[src/rtl/core/assert_macros.svh]
// Assertion macros shared by the line parser RTL
`ifndef ASSERT_MACROS_SVH
`define ASSERT_MACROS_SVH

// Check a condition at every clock edge outside reset
`define ASSERT_ALWAYS(label, cond, msg) \
    label: assert property (@(posedge aclk) disable iff (!aresetn) (cond)) \
        else $error(msg);

// Check that a condition implies another in the same cycle
`define ASSERT_IMPLIES(label, ante, cons, msg) \
    label: assert property (@(posedge aclk) disable iff (!aresetn) (ante) |-> (cons)) \
        else $error(msg);

// Check that a condition implies another in the next cycle
`define ASSERT_NEXT(label, ante, cons, msg) \
    label: assert property (@(posedge aclk) disable iff (!aresetn) (ante) |=> (cons)) \
        else $error(msg);

`endif

[src/rtl/core/amclp_pkg.sv]
// Shared types and constants of the ASCII motor command line parser
package amclp_pkg;

    localparam int LINE_CAPACITY_DEF = 32;
    localparam int MAX_DIGITS_DEF    = 6;
    localparam int VAL_W             = 21;

    localparam logic [7:0] CH_NUL   = 8'h00;
    localparam logic [7:0] CH_LF    = 8'h0A;
    localparam logic [7:0] CH_CR    = 8'h0D;
    localparam logic [7:0] CH_SPACE = 8'h20;
    localparam logic [7:0] CH_PLUS  = 8'h2B;
    localparam logic [7:0] CH_MINUS = 8'h2D;
    localparam logic [7:0] CH_DIG0  = 8'h30;
    localparam logic [7:0] CH_DIG9  = 8'h39;

    localparam logic [31:0] WORD_DUTY = "duty";
    localparam logic [31:0] WORD_STOP = "stop";
    localparam logic [23:0] WORD_VEL  = "vel";
    localparam logic [23:0] WORD_SPD  = "spd";

    typedef enum logic [1:0] {
        EV_NONE   = 2'd0,
        EV_CMD    = 2'd1,
        EV_REJECT = 2'd2
    } evt_t;

    typedef enum logic [2:0] {
        KIND_NONE = 3'd0,
        KIND_DUTY = 3'd1,
        KIND_VEL  = 3'd2,
        KIND_SPD  = 3'd3,
        KIND_STOP = 3'd4
    } kind_t;

    typedef enum logic [1:0] {
        TS_IDLE,
        TS_PARSE,
        TS_EMIT
    } top_st_t;

    typedef enum logic [2:0] {
        SC_IDLE,
        SC_PREFIX,
        SC_DECIDE,
        SC_SPACE,
        SC_SIGN,
        SC_DIGIT,
        SC_TAIL,
        SC_DONE
    } scan_st_t;

    typedef struct packed {
        logic                    done;
        kind_t                   kind;
        logic signed [VAL_W-1:0] left_val;
        logic signed [VAL_W-1:0] right_val;
    } scan_res_t;

endpackage

[src/rtl/core/amclp_ram.sv]
// Generic single-port-write, single-port-read RAM with registered read
module amclp_ram #(
    parameter int WIDTH = 8,
    parameter int DEPTH = 31
) (
    input  logic                     aclk,
    input  logic                     we,
    input  logic [$clog2(DEPTH)-1:0] waddr,
    input  logic [WIDTH-1:0]         wdata,
    input  logic [$clog2(DEPTH)-1:0] raddr,
    output logic [WIDTH-1:0]         rdata
);

    logic [WIDTH-1:0] mem [DEPTH];
    logic [WIDTH-1:0] rdata_reg;

    always_ff @(posedge aclk) begin
        if (we) begin
            mem[waddr] <= wdata;
        end
        rdata_reg <= mem[raddr];
    end

    assign rdata = rdata_reg;

endmodule

[src/rtl/core/amclp_scan.sv]
// Line scanner: walks the stored line byte by byte and decodes the command
module amclp_scan #(
    parameter int LINE_CAPACITY = amclp_pkg::LINE_CAPACITY_DEF,
    parameter int MAX_DIGITS    = amclp_pkg::MAX_DIGITS_DEF
) (
    input  logic                                 aclk,
    input  logic                                 aresetn,
    input  logic                                 start,
    input  logic [$clog2(LINE_CAPACITY)-1:0]     len,
    output logic [$clog2(LINE_CAPACITY-1)-1:0]   rd_addr,
    input  logic [7:0]                           rd_data,
    output amclp_pkg::scan_res_t                 res
);

    localparam int LEN_W  = $clog2(LINE_CAPACITY);
    localparam int ADDR_W = $clog2(LINE_CAPACITY - 1);
    localparam int MAG_W  = $clog2(10 ** MAX_DIGITS);
    localparam int DIG_W  = $clog2(MAX_DIGITS + 1);
    localparam int VAL_W  = amclp_pkg::VAL_W;
    localparam int WIDE_W = MAG_W + VAL_W;

    amclp_pkg::scan_st_t state_reg, state_next;
    amclp_pkg::kind_t    kind_reg, kind_next;
    logic [LEN_W-1:0]    pos_reg, pos_next;
    logic [LEN_W-1:0]    len_reg, len_next;
    logic [7:0]          pfx_reg [5];
    logic                num_idx_reg, num_idx_next;
    logic [MAG_W-1:0]    mag_reg, mag_next;
    logic                neg_reg, neg_next;
    logic [DIG_W-1:0]    dig_reg, dig_next;
    logic signed [VAL_W-1:0] left_reg, left_next;
    logic signed [VAL_W-1:0] right_reg, right_next;

    logic [7:0]        ch;
    logic              is_digit, is_space, is_sign;
    logic              dig_full, more_num, spd_ok;
    logic              duty_m, vel_m, spd_m, stop_m;
    logic [MAG_W-1:0]  mag_acc;
    logic [WIDE_W-1:0] mag_wide, val_wide;
    logic signed [VAL_W-1:0] val;

    // Bytes past the stored length read as the end of text
    assign ch       = (pos_reg < len_reg) ? rd_data : amclp_pkg::CH_NUL;
    assign is_digit = (ch >= amclp_pkg::CH_DIG0) && (ch <= amclp_pkg::CH_DIG9);
    assign is_space = (ch == amclp_pkg::CH_SPACE);
    assign is_sign  = (ch == amclp_pkg::CH_MINUS) || (ch == amclp_pkg::CH_PLUS);
    assign dig_full = (dig_reg == DIG_W'(MAX_DIGITS));
    assign more_num = !num_idx_reg && (kind_reg != amclp_pkg::KIND_SPD);
    assign spd_ok   = (mag_reg == '0) || ((mag_reg == MAG_W'(1)) && !neg_reg);

    assign mag_acc  = (mag_reg << 3) + (mag_reg << 1) + MAG_W'(ch[3:0]);
    assign mag_wide = WIDE_W'(mag_reg);
    assign val_wide = neg_reg ? -mag_wide : mag_wide;
    assign val      = val_wide[VAL_W-1:0];

    assign duty_m = ({pfx_reg[0], pfx_reg[1], pfx_reg[2], pfx_reg[3]} == amclp_pkg::WORD_DUTY)
                    && ((pfx_reg[4] == amclp_pkg::CH_SPACE) || (pfx_reg[4] == amclp_pkg::CH_NUL));
    assign vel_m  = ({pfx_reg[0], pfx_reg[1], pfx_reg[2]} == amclp_pkg::WORD_VEL)
                    && ((pfx_reg[3] == amclp_pkg::CH_SPACE) || (pfx_reg[3] == amclp_pkg::CH_NUL));
    assign spd_m  = ({pfx_reg[0], pfx_reg[1], pfx_reg[2]} == amclp_pkg::WORD_SPD)
                    && ((pfx_reg[3] == amclp_pkg::CH_SPACE) || (pfx_reg[3] == amclp_pkg::CH_NUL));
    assign stop_m = ({pfx_reg[0], pfx_reg[1], pfx_reg[2], pfx_reg[3]} == amclp_pkg::WORD_STOP)
                    && (pfx_reg[4] == amclp_pkg::CH_NUL);

    always_comb begin
        state_next = state_reg;
        unique case (state_reg)
            amclp_pkg::SC_IDLE:   if (start) state_next = amclp_pkg::SC_PREFIX;
            amclp_pkg::SC_PREFIX: if (pos_reg == LEN_W'(4)) state_next = amclp_pkg::SC_DECIDE;
            amclp_pkg::SC_DECIDE: begin
                if (duty_m || vel_m || spd_m) state_next = amclp_pkg::SC_SPACE;
                else state_next = amclp_pkg::SC_DONE;
            end
            amclp_pkg::SC_SPACE: begin
                if (is_space) state_next = amclp_pkg::SC_SPACE;
                else if (is_sign) state_next = amclp_pkg::SC_SIGN;
                else if (is_digit) state_next = amclp_pkg::SC_DIGIT;
                else state_next = amclp_pkg::SC_DONE;
            end
            amclp_pkg::SC_SIGN: begin
                if (is_digit) state_next = amclp_pkg::SC_DIGIT;
                else state_next = amclp_pkg::SC_DONE;
            end
            amclp_pkg::SC_DIGIT: begin
                if (is_digit) state_next = dig_full ? amclp_pkg::SC_DONE : amclp_pkg::SC_DIGIT;
                else if (more_num) state_next = amclp_pkg::SC_SPACE;
                else if ((kind_reg == amclp_pkg::KIND_SPD) && !spd_ok) begin
                    state_next = amclp_pkg::SC_DONE;
                end else state_next = amclp_pkg::SC_TAIL;
            end
            amclp_pkg::SC_TAIL: if (!is_space) state_next = amclp_pkg::SC_DONE;
            amclp_pkg::SC_DONE: state_next = amclp_pkg::SC_IDLE;
            default:            state_next = amclp_pkg::SC_IDLE;
        endcase
    end

    always_comb begin
        pos_next     = pos_reg;
        len_next     = len_reg;
        kind_next    = kind_reg;
        num_idx_next = num_idx_reg;
        mag_next     = mag_reg;
        neg_next     = neg_reg;
        dig_next     = dig_reg;
        left_next    = left_reg;
        right_next   = right_reg;
        unique case (state_reg)
            amclp_pkg::SC_IDLE: begin
                pos_next     = '0;
                len_next     = len;
                kind_next    = amclp_pkg::KIND_NONE;
                num_idx_next = 1'b0;
                mag_next     = '0;
                neg_next     = 1'b0;
                dig_next     = '0;
                left_next    = '0;
                right_next   = '0;
            end
            amclp_pkg::SC_PREFIX: pos_next = pos_reg + LEN_W'(1);
            amclp_pkg::SC_DECIDE: begin
                if (duty_m) begin
                    kind_next = amclp_pkg::KIND_DUTY;
                    pos_next  = LEN_W'(4);
                end else if (vel_m) begin
                    kind_next = amclp_pkg::KIND_VEL;
                    pos_next  = LEN_W'(3);
                end else if (spd_m) begin
                    kind_next = amclp_pkg::KIND_SPD;
                    pos_next  = LEN_W'(3);
                end else if (stop_m) begin
                    kind_next = amclp_pkg::KIND_STOP;
                end
            end
            amclp_pkg::SC_SPACE: begin
                if (is_space || is_sign) pos_next = pos_reg + LEN_W'(1);
                if (ch == amclp_pkg::CH_MINUS) neg_next = 1'b1;
                if (is_digit) begin
                    pos_next = pos_reg + LEN_W'(1);
                    mag_next = mag_acc;
                    dig_next = dig_reg + DIG_W'(1);
                end
                if (!is_space && !is_sign && !is_digit) kind_next = amclp_pkg::KIND_NONE;
            end
            amclp_pkg::SC_SIGN: begin
                if (is_digit) begin
                    pos_next = pos_reg + LEN_W'(1);
                    mag_next = mag_acc;
                    dig_next = dig_reg + DIG_W'(1);
                end else begin
                    kind_next = amclp_pkg::KIND_NONE;
                end
            end
            amclp_pkg::SC_DIGIT: begin
                if (is_digit) begin
                    if (dig_full) begin
                        kind_next = amclp_pkg::KIND_NONE;
                    end else begin
                        pos_next = pos_reg + LEN_W'(1);
                        mag_next = mag_acc;
                        dig_next = dig_reg + DIG_W'(1);
                    end
                end else if (more_num) begin
                    // Hold the position: the ending byte opens the second number
                    left_next    = val;
                    num_idx_next = 1'b1;
                    mag_next     = '0;
                    neg_next     = 1'b0;
                    dig_next     = '0;
                end else if (kind_reg == amclp_pkg::KIND_SPD) begin
                    if (spd_ok) begin
                        left_next  = val;
                        right_next = val;
                    end else begin
                        kind_next = amclp_pkg::KIND_NONE;
                    end
                end else begin
                    right_next = val;
                end
            end
            amclp_pkg::SC_TAIL: begin
                if (is_space) pos_next = pos_reg + LEN_W'(1);
                else if (ch != amclp_pkg::CH_NUL) kind_next = amclp_pkg::KIND_NONE;
            end
            amclp_pkg::SC_DONE: pos_next = '0;
            default:            pos_next = '0;
        endcase
    end

    always_ff @(posedge aclk) begin
        if (!aresetn) begin
            state_reg <= amclp_pkg::SC_IDLE;
        end else begin
            state_reg <= state_next;
        end
    end

    always_ff @(posedge aclk) begin
        pos_reg     <= pos_next;
        len_reg     <= len_next;
        kind_reg    <= kind_next;
        num_idx_reg <= num_idx_next;
        mag_reg     <= mag_next;
        neg_reg     <= neg_next;
        dig_reg     <= dig_next;
        left_reg    <= left_next;
        right_reg   <= right_next;
        if (state_reg == amclp_pkg::SC_PREFIX) begin
            pfx_reg[0] <= pfx_reg[1];
            pfx_reg[1] <= pfx_reg[2];
            pfx_reg[2] <= pfx_reg[3];
            pfx_reg[3] <= pfx_reg[4];
            pfx_reg[4] <= ch;
        end
    end

    // Registered RAM read: address the byte the next cycle works on
    assign rd_addr = pos_next[ADDR_W-1:0];

    always_comb begin
        res.done      = (state_reg == amclp_pkg::SC_DONE);
        res.kind      = kind_reg;
        res.left_val  = (kind_reg != amclp_pkg::KIND_NONE) ? left_reg : '0;
        res.right_val = (kind_reg != amclp_pkg::KIND_NONE) ? right_reg : '0;
    end

endmodule

[src/rtl/core/ascii_motor_command_line_parser_top.sv]
// Top level of the ASCII motor command line parser
`include "assert_macros.svh"

// Takes one received byte per item and returns exactly one result item per
// byte. An ordinary byte is stored in the line memory; the accepting edge
// updates the line and the pending result, and the output register is loaded
// from the pending result once it is free or m_ready is high. A CR or LF ends
// the line: an empty or overflowed line gives its result the same way, while
// a stored line is scanned through the line memory's single read port: the
// scanner reads the first five bytes as the command word, decides on the
// command, walks the argument bytes and then finishes.
// Only one item is in work at a time; s_ready drops while an item is in work,
// but a finished result may wait in the output register for m_ready while the
// next byte is already taken. The line memory needs no clearing after reset:
// only bytes written in the current line are ever read. Lines of more than
// LINE_CAPACITY-1 bytes are dropped and reported as rejected at their line end.
module ascii_motor_command_line_parser_top #(
    parameter int LINE_CAPACITY = amclp_pkg::LINE_CAPACITY_DEF,
    parameter int MAX_DIGITS    = amclp_pkg::MAX_DIGITS_DEF
) (
    input  logic                                aclk,
    input  logic                                aresetn,
    input  logic                                s_valid,
    output logic                                s_ready,
    input  logic [7:0]                          s_rx_byte,
    output logic                                m_valid,
    input  logic                                m_ready,
    output logic [1:0]                          m_event_res,
    output logic [2:0]                          m_command_kind,
    output logic signed [amclp_pkg::VAL_W-1:0]  m_left_value,
    output logic signed [amclp_pkg::VAL_W-1:0]  m_right_value,
    output logic [15:0]                         m_rejected_lines,
    output logic [15:0]                         m_overflowed_lines
);

    localparam int LEN_W  = $clog2(LINE_CAPACITY);
    localparam int ADDR_W = $clog2(LINE_CAPACITY - 1);
    localparam int VAL_W  = amclp_pkg::VAL_W;

    amclp_pkg::top_st_t state_reg, state_next;

    // Line bookkeeping and running counters
    logic [LEN_W-1:0] len_reg, len_next;
    logic             discard_reg, discard_next;
    logic [15:0]      rej_reg, rej_next;
    logic [15:0]      ovf_reg, ovf_next;

    // Result waiting to be loaded into the output register
    amclp_pkg::evt_t         res_ev_reg, res_ev_next;
    amclp_pkg::kind_t        res_kind_reg, res_kind_next;
    logic signed [VAL_W-1:0] res_left_reg, res_left_next;
    logic signed [VAL_W-1:0] res_right_reg, res_right_next;

    // Output register
    logic                    m_valid_reg;
    logic [1:0]              m_ev_reg;
    logic [2:0]              m_kind_reg;
    logic signed [VAL_W-1:0] m_left_reg, m_right_reg;
    logic [15:0]             m_rej_reg, m_ovf_reg;

    logic accept, is_eol, line_full;
    logic scan_start, ram_we, out_load;

    logic [ADDR_W-1:0]    rd_addr;
    logic [7:0]           rd_data;
    amclp_pkg::scan_res_t scan_res;

    assign accept    = s_valid && s_ready;
    assign is_eol    = (s_rx_byte == amclp_pkg::CH_LF) || (s_rx_byte == amclp_pkg::CH_CR);
    assign line_full = (len_reg >= LEN_W'(LINE_CAPACITY - 1));

    // Line memory: written as bytes arrive, read back by the scanner
    amclp_ram #(
        .WIDTH (8),
        .DEPTH (LINE_CAPACITY - 1)
    ) u_line_ram (
        .aclk  (aclk),
        .we    (ram_we),
        .waddr (len_reg[ADDR_W-1:0]),
        .wdata (s_rx_byte),
        .raddr (rd_addr),
        .rdata (rd_data)
    );

    amclp_scan #(
        .LINE_CAPACITY (LINE_CAPACITY),
        .MAX_DIGITS    (MAX_DIGITS)
    ) u_scan (
        .aclk    (aclk),
        .aresetn (aresetn),
        .start   (scan_start),
        .len     (len_reg),
        .rd_addr (rd_addr),
        .rd_data (rd_data),
        .res     (scan_res)
    );

    // Next state: take a byte, scan a finished line, then hand the result over
    always_comb begin
        state_next = state_reg;
        unique case (state_reg)
            amclp_pkg::TS_IDLE: begin
                if (accept) begin
                    if (is_eol && !discard_reg && (len_reg != '0)) begin
                        state_next = amclp_pkg::TS_PARSE;
                    end else begin
                        state_next = amclp_pkg::TS_EMIT;
                    end
                end
            end
            amclp_pkg::TS_PARSE: if (scan_res.done) state_next = amclp_pkg::TS_EMIT;
            amclp_pkg::TS_EMIT:  if (!m_valid_reg || m_ready) state_next = amclp_pkg::TS_IDLE;
            default:             state_next = amclp_pkg::TS_IDLE;
        endcase
    end

    // Control outputs of the state machine
    always_comb begin
        s_ready    = 1'b0;
        scan_start = 1'b0;
        ram_we     = 1'b0;
        out_load   = 1'b0;
        unique case (state_reg)
            amclp_pkg::TS_IDLE: begin
                s_ready    = 1'b1;
                scan_start = accept && is_eol && !discard_reg && (len_reg != '0);
                ram_we     = accept && !is_eol && !discard_reg && !line_full;
            end
            amclp_pkg::TS_PARSE: ;
            amclp_pkg::TS_EMIT:  out_load = !m_valid_reg || m_ready;
            default: ;
        endcase
    end

    // Line bookkeeping and the pending result
    always_comb begin
        len_next       = len_reg;
        discard_next   = discard_reg;
        rej_next       = rej_reg;
        ovf_next       = ovf_reg;
        res_ev_next    = res_ev_reg;
        res_kind_next  = res_kind_reg;
        res_left_next  = res_left_reg;
        res_right_next = res_right_reg;
        if ((state_reg == amclp_pkg::TS_IDLE) && accept) begin
            res_ev_next    = amclp_pkg::EV_NONE;
            res_kind_next  = amclp_pkg::KIND_NONE;
            res_left_next  = '0;
            res_right_next = '0;
            if (is_eol) begin
                discard_next = 1'b0;
                // An overflowed line is rejected at its end; an empty one gives no event
                if (discard_reg) begin
                    len_next    = '0;
                    rej_next    = rej_reg + 16'd1;
                    res_ev_next = amclp_pkg::EV_REJECT;
                end
            end else if (!discard_reg) begin
                if (line_full) begin
                    // Drop the line and ignore bytes up to the line end
                    discard_next = 1'b1;
                    ovf_next     = ovf_reg + 16'd1;
                    len_next     = '0;
                end else begin
                    len_next = len_reg + LEN_W'(1);
                end
            end
        end
        if ((state_reg == amclp_pkg::TS_PARSE) && scan_res.done) begin
            len_next = '0;
            if (scan_res.kind != amclp_pkg::KIND_NONE) begin
                res_ev_next    = amclp_pkg::EV_CMD;
                res_kind_next  = scan_res.kind;
                res_left_next  = scan_res.left_val;
                res_right_next = scan_res.right_val;
            end else begin
                rej_next    = rej_reg + 16'd1;
                res_ev_next = amclp_pkg::EV_REJECT;
            end
        end
    end

    always_ff @(posedge aclk) begin
        if (!aresetn) begin
            state_reg   <= amclp_pkg::TS_IDLE;
            len_reg     <= '0;
            discard_reg <= 1'b0;
            rej_reg     <= '0;
            ovf_reg     <= '0;
            m_valid_reg <= 1'b0;
        end else begin
            state_reg   <= state_next;
            len_reg     <= len_next;
            discard_reg <= discard_next;
            rej_reg     <= rej_next;
            ovf_reg     <= ovf_next;
            if (out_load) begin
                m_valid_reg <= 1'b1;
            end else if (m_ready) begin
                m_valid_reg <= 1'b0;
            end
        end
    end

    always_ff @(posedge aclk) begin
        res_ev_reg    <= res_ev_next;
        res_kind_reg  <= res_kind_next;
        res_left_reg  <= res_left_next;
        res_right_reg <= res_right_next;
        if (out_load) begin
            m_ev_reg    <= res_ev_reg;
            m_kind_reg  <= res_kind_reg;
            m_left_reg  <= res_left_reg;
            m_right_reg <= res_right_reg;
            m_rej_reg   <= rej_reg;
            m_ovf_reg   <= ovf_reg;
        end
    end

    assign m_valid            = m_valid_reg;
    assign m_event_res        = m_ev_reg;
    assign m_command_kind     = m_kind_reg;
    assign m_left_value       = m_left_reg;
    assign m_right_value      = m_right_reg;
    assign m_rejected_lines   = m_rej_reg;
    assign m_overflowed_lines = m_ovf_reg;

    `ASSERT_IMPLIES(a_done_in_parse, scan_res.done, state_reg == amclp_pkg::TS_PARSE, "scan finished outside a parse")
    `ASSERT_ALWAYS(a_len_bound, len_reg <= LEN_W'(LINE_CAPACITY - 1), "line length beyond the store")
    `ASSERT_IMPLIES(a_discard_empty, discard_reg, len_reg == '0, "discarded line still holds bytes")
    `ASSERT_NEXT(a_load_valid, out_load, m_valid_reg, "loaded result not presented")

endmodule

[config.mk]
export PLATFORM = sky130hd
export DESIGN_NAME = ascii_motor_command_line_parser_top
export DESIGN_NICKNAME = d
export VERILOG_FILES = /design/src/rtl/core/amclp_pkg.sv /design/src/rtl/core/amclp_ram.sv /design/src/rtl/core/amclp_scan.sv /design/src/rtl/core/ascii_motor_command_line_parser_top.sv
export VERILOG_INCLUDE_DIRS = /design/src /design/src/rtl/core
export SDC_FILE = /design/constraint.sdc
export NUM_CORES = 1
export LEC_CHECK = 0
export BUFFER_PORTS_ARGS = -buffer_cell sky130_fd_sc_hd__buf_2
export CORE_UTILIZATION = 53
export CTS_BUF_LIST = sky130_fd_sc_hd__clkbuf_8
export DETAILED_ROUTE_END_ITERATION = 8
export PLACE_DENSITY = 0.67
export SLEW_MARGIN = 20
export SYNTH_ARGS = -nofsm -noshare
export SYNTH_HDL_FRONTEND = slang
export SYNTH_HIERARCHICAL = 1
export SYNTH_SLANG_ARGS = --single-unit
[constraint.sdc]
create_clock -name aclk -period 11.1 [get_ports aclk]
set_clock_uncertainty 0.1 [all_clocks]
set_input_delay 2.775 -clock aclk [delete_from_list [all_inputs] [get_ports aclk]]
set_output_delay 2.775 -clock aclk [all_outputs]
set_load 0.01 [all_outputs]
Yosys cells after proc, flatten, opt, wreduce, memory -nomap -nowiden:

Memories as Yosys holds them, arrays and structs flattened. A register that Yosys moved wholly into a read port is not among the register bits.
Index checks and enable logic that the tools add are counted.

* magnitude comparators: 4
* reduce and logical (&&, ||, !) cells: 67
* bitwise operators: 3
* eq/ne operators: 51
* add/subtract/negate cells: 8
* multiplexer cells: 105

Operators with widths (count)
* $mux 21: 14
* $mux 3: 28
* $pmux 21 s2: 2
* $mux 16: 5
* $mux 20: 4
* $mux 5: 13
* $eq 32x31->1 const B: 2
* $pmux 20 s3: 1
* $eq 24x23->1 const B: 2
* $eq 8x6->1 const B: 5
* $pmux 5 s7: 1
* $add 16x1->16 const B: 2
* $pmux 3 s8: 1
* $mux 2: 11
* $logic_and 1x1->1: 21
* $neg 20->21: 1
* $add 20x20->20: 1
* $add 20x4->20: 1
* $eq 20x1->1 const B: 1
* $logic_not 20->1: 1
* $reduce_and 4->1: 5
* $mux 1: 19
* $ne 2x2->1 const B: 9
* $pmux 3 s6: 1
* 37 further kinds: 87

* bits in registers: 250
* memory bits (writable): 288
* memories kept: 2
* word-level logic and storage cells: 266
* input port bits: 12
* output and inout bits: 81

Memories
* u_line_ram.mem: depth 31, width 8, rd ports 1, clocked after memory_dff 1, wr ports 1, RTL line amclp_ram.sv:14 `logic [WIDTH-1:0] mem [DEPTH];`
* u_scan.pfx_reg: depth 5, width 8, rd ports 5, clocked after memory_dff 0, wr ports 5, RTL line amclp_scan.sv:26 `logic [7:0] pfx_reg [5];`

Logic depth before layout (Yosys ltp):

* depth after elaboration: 9
* mapped depth: 18
* gate-level depth less buffers: 16

Hierarchy:

Netlist, hierarchy kept.

By module, submodules not included
* amclp_ram: sequential area each 7607.3 um^2, cells an instance 561, area each 10108.4 um^2, times used 1
* amclp_scan: sequential area each 3613.5 um^2, cells an instance 584, area each 6691.4 um^2, times used 1
* ascii_motor_command_line_parser_top: sequential area each 4154.0 um^2, cells an instance 526, area each 6242.2 um^2, times used 1

Least setup slack after synthesis:

OpenSTA, ideal clock, no wires.

* path type: input to register
* start point: input port m_ready
* end point: register m_kind_reg[0] (netlist: m_command_kind[0]), enable pin
* buffers on the path: 0
* slack: 4.063 ns
* setup time: 0.526 ns
* data required time: 10.474 ns
* data arrival time: 6.411 ns
* stages: 2
* cell sequence: nand2b_1 -> nor2b_1

* word-level cells in the longest chain between the ends: 2

Ends and longest elaborated chain
* start, declared: RTL line ascii_motor_command_line_parser_top.sv:27 `input logic m_ready,`
* $logic_or 1x1->1: RTL line ascii_motor_command_line_parser_top.sv:130 `amclp_pkg::TS_EMIT: out_load = !m_valid_reg || m_ready;`
* $mux 1: RTL line ascii_motor_command_line_parser_top.sv:123 `unique case (state_reg)`
* via out_load: RTL line ascii_motor_command_line_parser_top.sv:62 `logic scan_start, ram_we, out_load;`
* end signal, assigned: RTL line ascii_motor_command_line_parser_top.sv:212 `m_kind_reg <= res_kind_reg;`
* end, declared: RTL line ascii_motor_command_line_parser_top.sv:57 `logic [2:0] m_kind_reg;`

The timed path passes the listed nets, and every way through them passes these cells.
A chain may end at the register's enable or synchronous reset.

Worst setup path after layout:

* start point: input port s_rx_byte[1]
* end point: memory u_line_ram.mem[28][0], enable pin

* word-level cells in the longest chain between the ends: 9
* elaborated cells between the ends (all ways): 10
* those cells by class: eq/ne: 2; mux: 3; reduce/logical: 5

Ends and longest elaborated chain
* start, declared: RTL line ascii_motor_command_line_parser_top.sv:25 `input logic [7:0] s_rx_byte,`
* $eq 8x4->1: RTL line ascii_motor_command_line_parser_top.sv:69 `assign is_eol = (s_rx_byte == amclp_pkg::CH_LF) || (s_rx_byte == amclp_pkg::CH_CR);`
* $logic_or 1x1->1 *: RTL line ascii_motor_command_line_parser_top.sv:69
* $logic_not 1->1 *: RTL line ascii_motor_command_line_parser_top.sv:127 `ram_we = accept && !is_eol && !discard_reg && !line_full;`
* $logic_and 1x1->1 * (3 in a row): RTL line ascii_motor_command_line_parser_top.sv:127
* $mux 1 *: RTL line ascii_motor_command_line_parser_top.sv:123
* via ram_we: RTL line ascii_motor_command_line_parser_top.sv:62
* $mux 1 *: RTL line amclp_ram.sv:18 `if (we) begin`
* $mux 1 (not written as such) *: RTL line amclp_ram.sv:19 `mem[waddr] <= wdata;`
* end, declared: RTL line amclp_ram.sv:14

Mark *: on every way through the listed nets, which the timed path passes. The rest lies on a longest branch.

==> metrics.md <==
| Metric | Value |
|---|---|
| Outcome | completed |
| Final WS setup | approximately 5.4 ns |
| Max clock buf depth | 3 |
| Syn_area_per_cell | approximately 14 um2 |
| Cells after Synth | 1671 |
| Min Tclk post-route | 5.69 ns |
| Area leader, netlist | edfxtp_1 |
| Core box area | 0.0430 mm2 |
| Yosys cell types | 90 |
| FFs w/ async S/R, synth | 0 |
| Drt total wl | around 47000 um |
| Root Buffer | clkbuf_8 |
| Vias per inst | roughly 5.6 |
| Synth top area share | 0.579 |
| Iteration-0 DRC count of the detailed router | around 1100 |
| Final hold vios | 0 |
| GRT Total Usage | 0.213 |
| Crit. End Element | flop |
| Post-CTS Hold Buffers | 0 |
| P_sw | between 1.5 and 2 mW |
| Max-slew headroom | 0.391 |
| Post-place setup slack | ~4.8 ns |
| Ports | 93 |
| Fin crit share | 0.513 |
| CP Data Required Time | between 10 and 15 ns |
| Flop pwr share | 0.451 |
| Sequential share of the synthesized area | 0.667 |
| Cell Area, Synth | ~0.023 mm2 |
| Util after Layout | 0.598 |
| DP Area | ~0.024 mm2 |
| GP Congestion | approximately 0.88 |
| Reg2Reg Setup Slack | 6.19 ns |
| Yosys warns | 6 |
| Hold crit path type | reg2reg |
| Post-DP HPWL | approximately 30000 um |
| Max-cap violations | 0 |
| Final setup fails | 0 |
| Maximum fanout along the worst path | 33 |
| Starting density of the core | 0.536 |
| Reg clk slew, reported paths | ~0.060 ns |
| First-pass GRT wire length | 72700 um |
| Int Pwr | approximately 4.1 mW |
| Pwr Total | ~6.0 mW |
| Num CTS Buffers | 85 |
| Clk pwr share | 0.280 |
| Layout cell share with drive strength beyond 1 | 0.152 |
| Max Fclk | 176 MHz |
| Die area | ~0.044 mm2 |
| Post-synth EDFFs | approximately 440 |
| Max stage delay cell, worst path | or3b_2 |
| Main flop type after synthesis | edfxtp_1 |
| Peak VDD IR | 0.166 mV |
| PD cells | around 230 mW/mm2 |
| Routed Antenna Nets | 0 |
| Clk sinks | between 500 and 600 |
| Area Growth Syn to Fin | 11.6% |
| Die height | roughly 210 um |
| Synth top area cells | edfxtp_1 58%, dfxtp_1 8.9%, mux2i_1 3.5% |
| CP Cell Sequence | buf_2 -> and3b_1 -> o211a_1 -> inv_1 -> and2_1 -> and3_1 -> or3b_2 -> nor2_1 |
| Max reg flops | ~250 |
| Comb pwr share | 0.269 |
| Die Width | roughly 210 um |
| DR pass1 iterations | 6 |
| Fin area | 0.0257 mm2 |
| Clock Latency Late Sink | ~0.66 ns |
| Final Slew Violations | 0 |
| RSZ-0062 raised after global routing | false |
| Port bufs | a little over 90 |
| CP Class | in2reg |
| Setup tns final | 0 ns |
| Vias in the first global route | 13188 |
| Largest net degree at the start of global routing | between 80 and 90 |
| Leakage | approximately 9.2 nW |
| Nets@finish | roughly 1900 |
| Syn nets | roughly 1700 |
| # DRC | 0 |
| Worst setup SP type | primary input |
| Row Count | 76 |
| Post-CTS Setup Bufs | 0 |
| Synth Register Bits | 546 |
| CTS tree | yes |
| Worst-Margin Slew | about 0.91 ns |
| # resized after CTS | 0 |
| Initial antenna violation count | 0 |
| N_diodes | 0 |
| H-Tree Depth | 3 |
| Vias post-DR | roughly 14000 |
| Crit path DAT | roughly 5.9 ns |
| Routed WL per cell | between 15 and 20 um |
| Sw Ratio | 0.316 |
| Slowest stage delay, CP | roughly 0.66 ns |
| Grt ovf | 0 |
## Yosys cell counts (5+ instances only)
library cell  instances
buf_2                 6
o31ai_1               7
edfxtp_1            444
nand4_1              13
mux4_2               16
xnor2_1              14
nor2b_1              71
mux2_2                7
buf_4                 5
a31oi_1               7
and2_1               38
a21o_1                8
nor4_1               12
a22oi_1              26
nand3b_1              9
nand3_1              42
a221oi_1              5
clkbuf_1             42
nand2_1             169
nand2b_1             19
ha_1                 53
and3_1               11
buf_6                 8
nor2_1               95
a211oi_1              7
dfxtp_1             102
o41ai_1               6
a21oi_1              44
inv_1                26
xor2_1               47
o21ai_0              71
or3_1                12
mux2i_1              81
o2111ai_1             7
or4_1                 8
or2_2                 7
nor3b_1               6
nor3_1               21
## placed cells by master (no fill, tap or decap), types with 12 or more instances in the layout
cell type  netlist  final
dfxtp_1        102    102
nor2b_1         71     70
nor2_1          95     94
clkbuf_8         0     95
mux4_2          16     16
a21oi_1         44     42
nand3_1         42     42
xor2_1          47     47
nand2_1        169    168
mux2i_1         81     81
or3_1           12     12
o21ai_0         71     70
inv_1           26     58
xnor2_1         14     14
nand2b_1        19     19
a22oi_1         26     26
buf_4            5     18
nand4_1         13     13
nor4_1          12     12
nor3_1          21     20
ha_1            53     53
edfxtp_1       444    444
buf_2            6     92
and2_1          38     38
## kinds of logic after synthesis
kind of cell,Yosys count,share of synthesized area
buffers and inverters,95,0.0218
and+or+nand+nor,562,0.127
DFF,546,0.667
adders and majority gates,54,0.0296
AOI/OAI and AO/OA,244,0.0734
muxes,109,0.0582
xor gates and xnor gates,61,0.0232
## worst max-delay path: cells and delay by family
kind / cells / cell delay [ns]
compound gates: 1 / 0.29
buf+inv: 2 / 0.70
simple gates: 5 / 2.07
## power groups by stage
stage               Sequential (mW)  Combinational (mW)  Clock, mW
floorplan                      2.70                1.29          0
global placement               2.75                1.60          0
detailed placement             2.76                1.62          0
CTS                            2.71                1.62       1.73
global route                   2.74                1.77       1.81
finish                         2.71                1.62       1.68
## cell type report
| type | count | area [um2] |
|---|---|---|
| fillers | 3380 | 17300 |
| clock inverters | 58 | 410 |
| clock buffers | 95 | 1310 |
| repair buffers | 110 | 596 |
| multi-input cells | 1030 | 7200 |
| well taps | 585 | 732 |
| inverters | 27 | 101 |
| flip-flops and latches | 546 | 15400 |
## through the flow
| step | cells | hold WS, ns |
|---|---|---|
| finish | 2451 | 0.321 |
| detailed placement | 2298 | 0.314 |
| CTS | 2451 | 0.320 |
| floorplan | 1671 | 0.300 |
| global placement | 2298 | 0.308 |
| global route | 2451 | 0.327 |
## final timing paths
check	startpoint	to	cells after the start
max	s_rx_byte[1]	u_line_ram/mem[28][0]	8
min	res_ev_reg[1]	m_event_res[1]	0
max reg2reg	u_scan/pos_reg[2]	u_line_ram/rdata[3]	13
min reg2reg	res_ev_reg[1]	m_event_res[1]	0
## metal layers
layer | track usage | vias up | wire length (um)
met5 | 0 | - | 0
met4 | 0.0887 | 0 | 1300
met2 | 0.345 | 429 | 22200
met3 | 0.0389 | 83 | 2600
li1 | - | 6541 | -
met1 | 0.283 | 6556 | 20400
No activity file was read; power rests on OpenSTA's default activity.
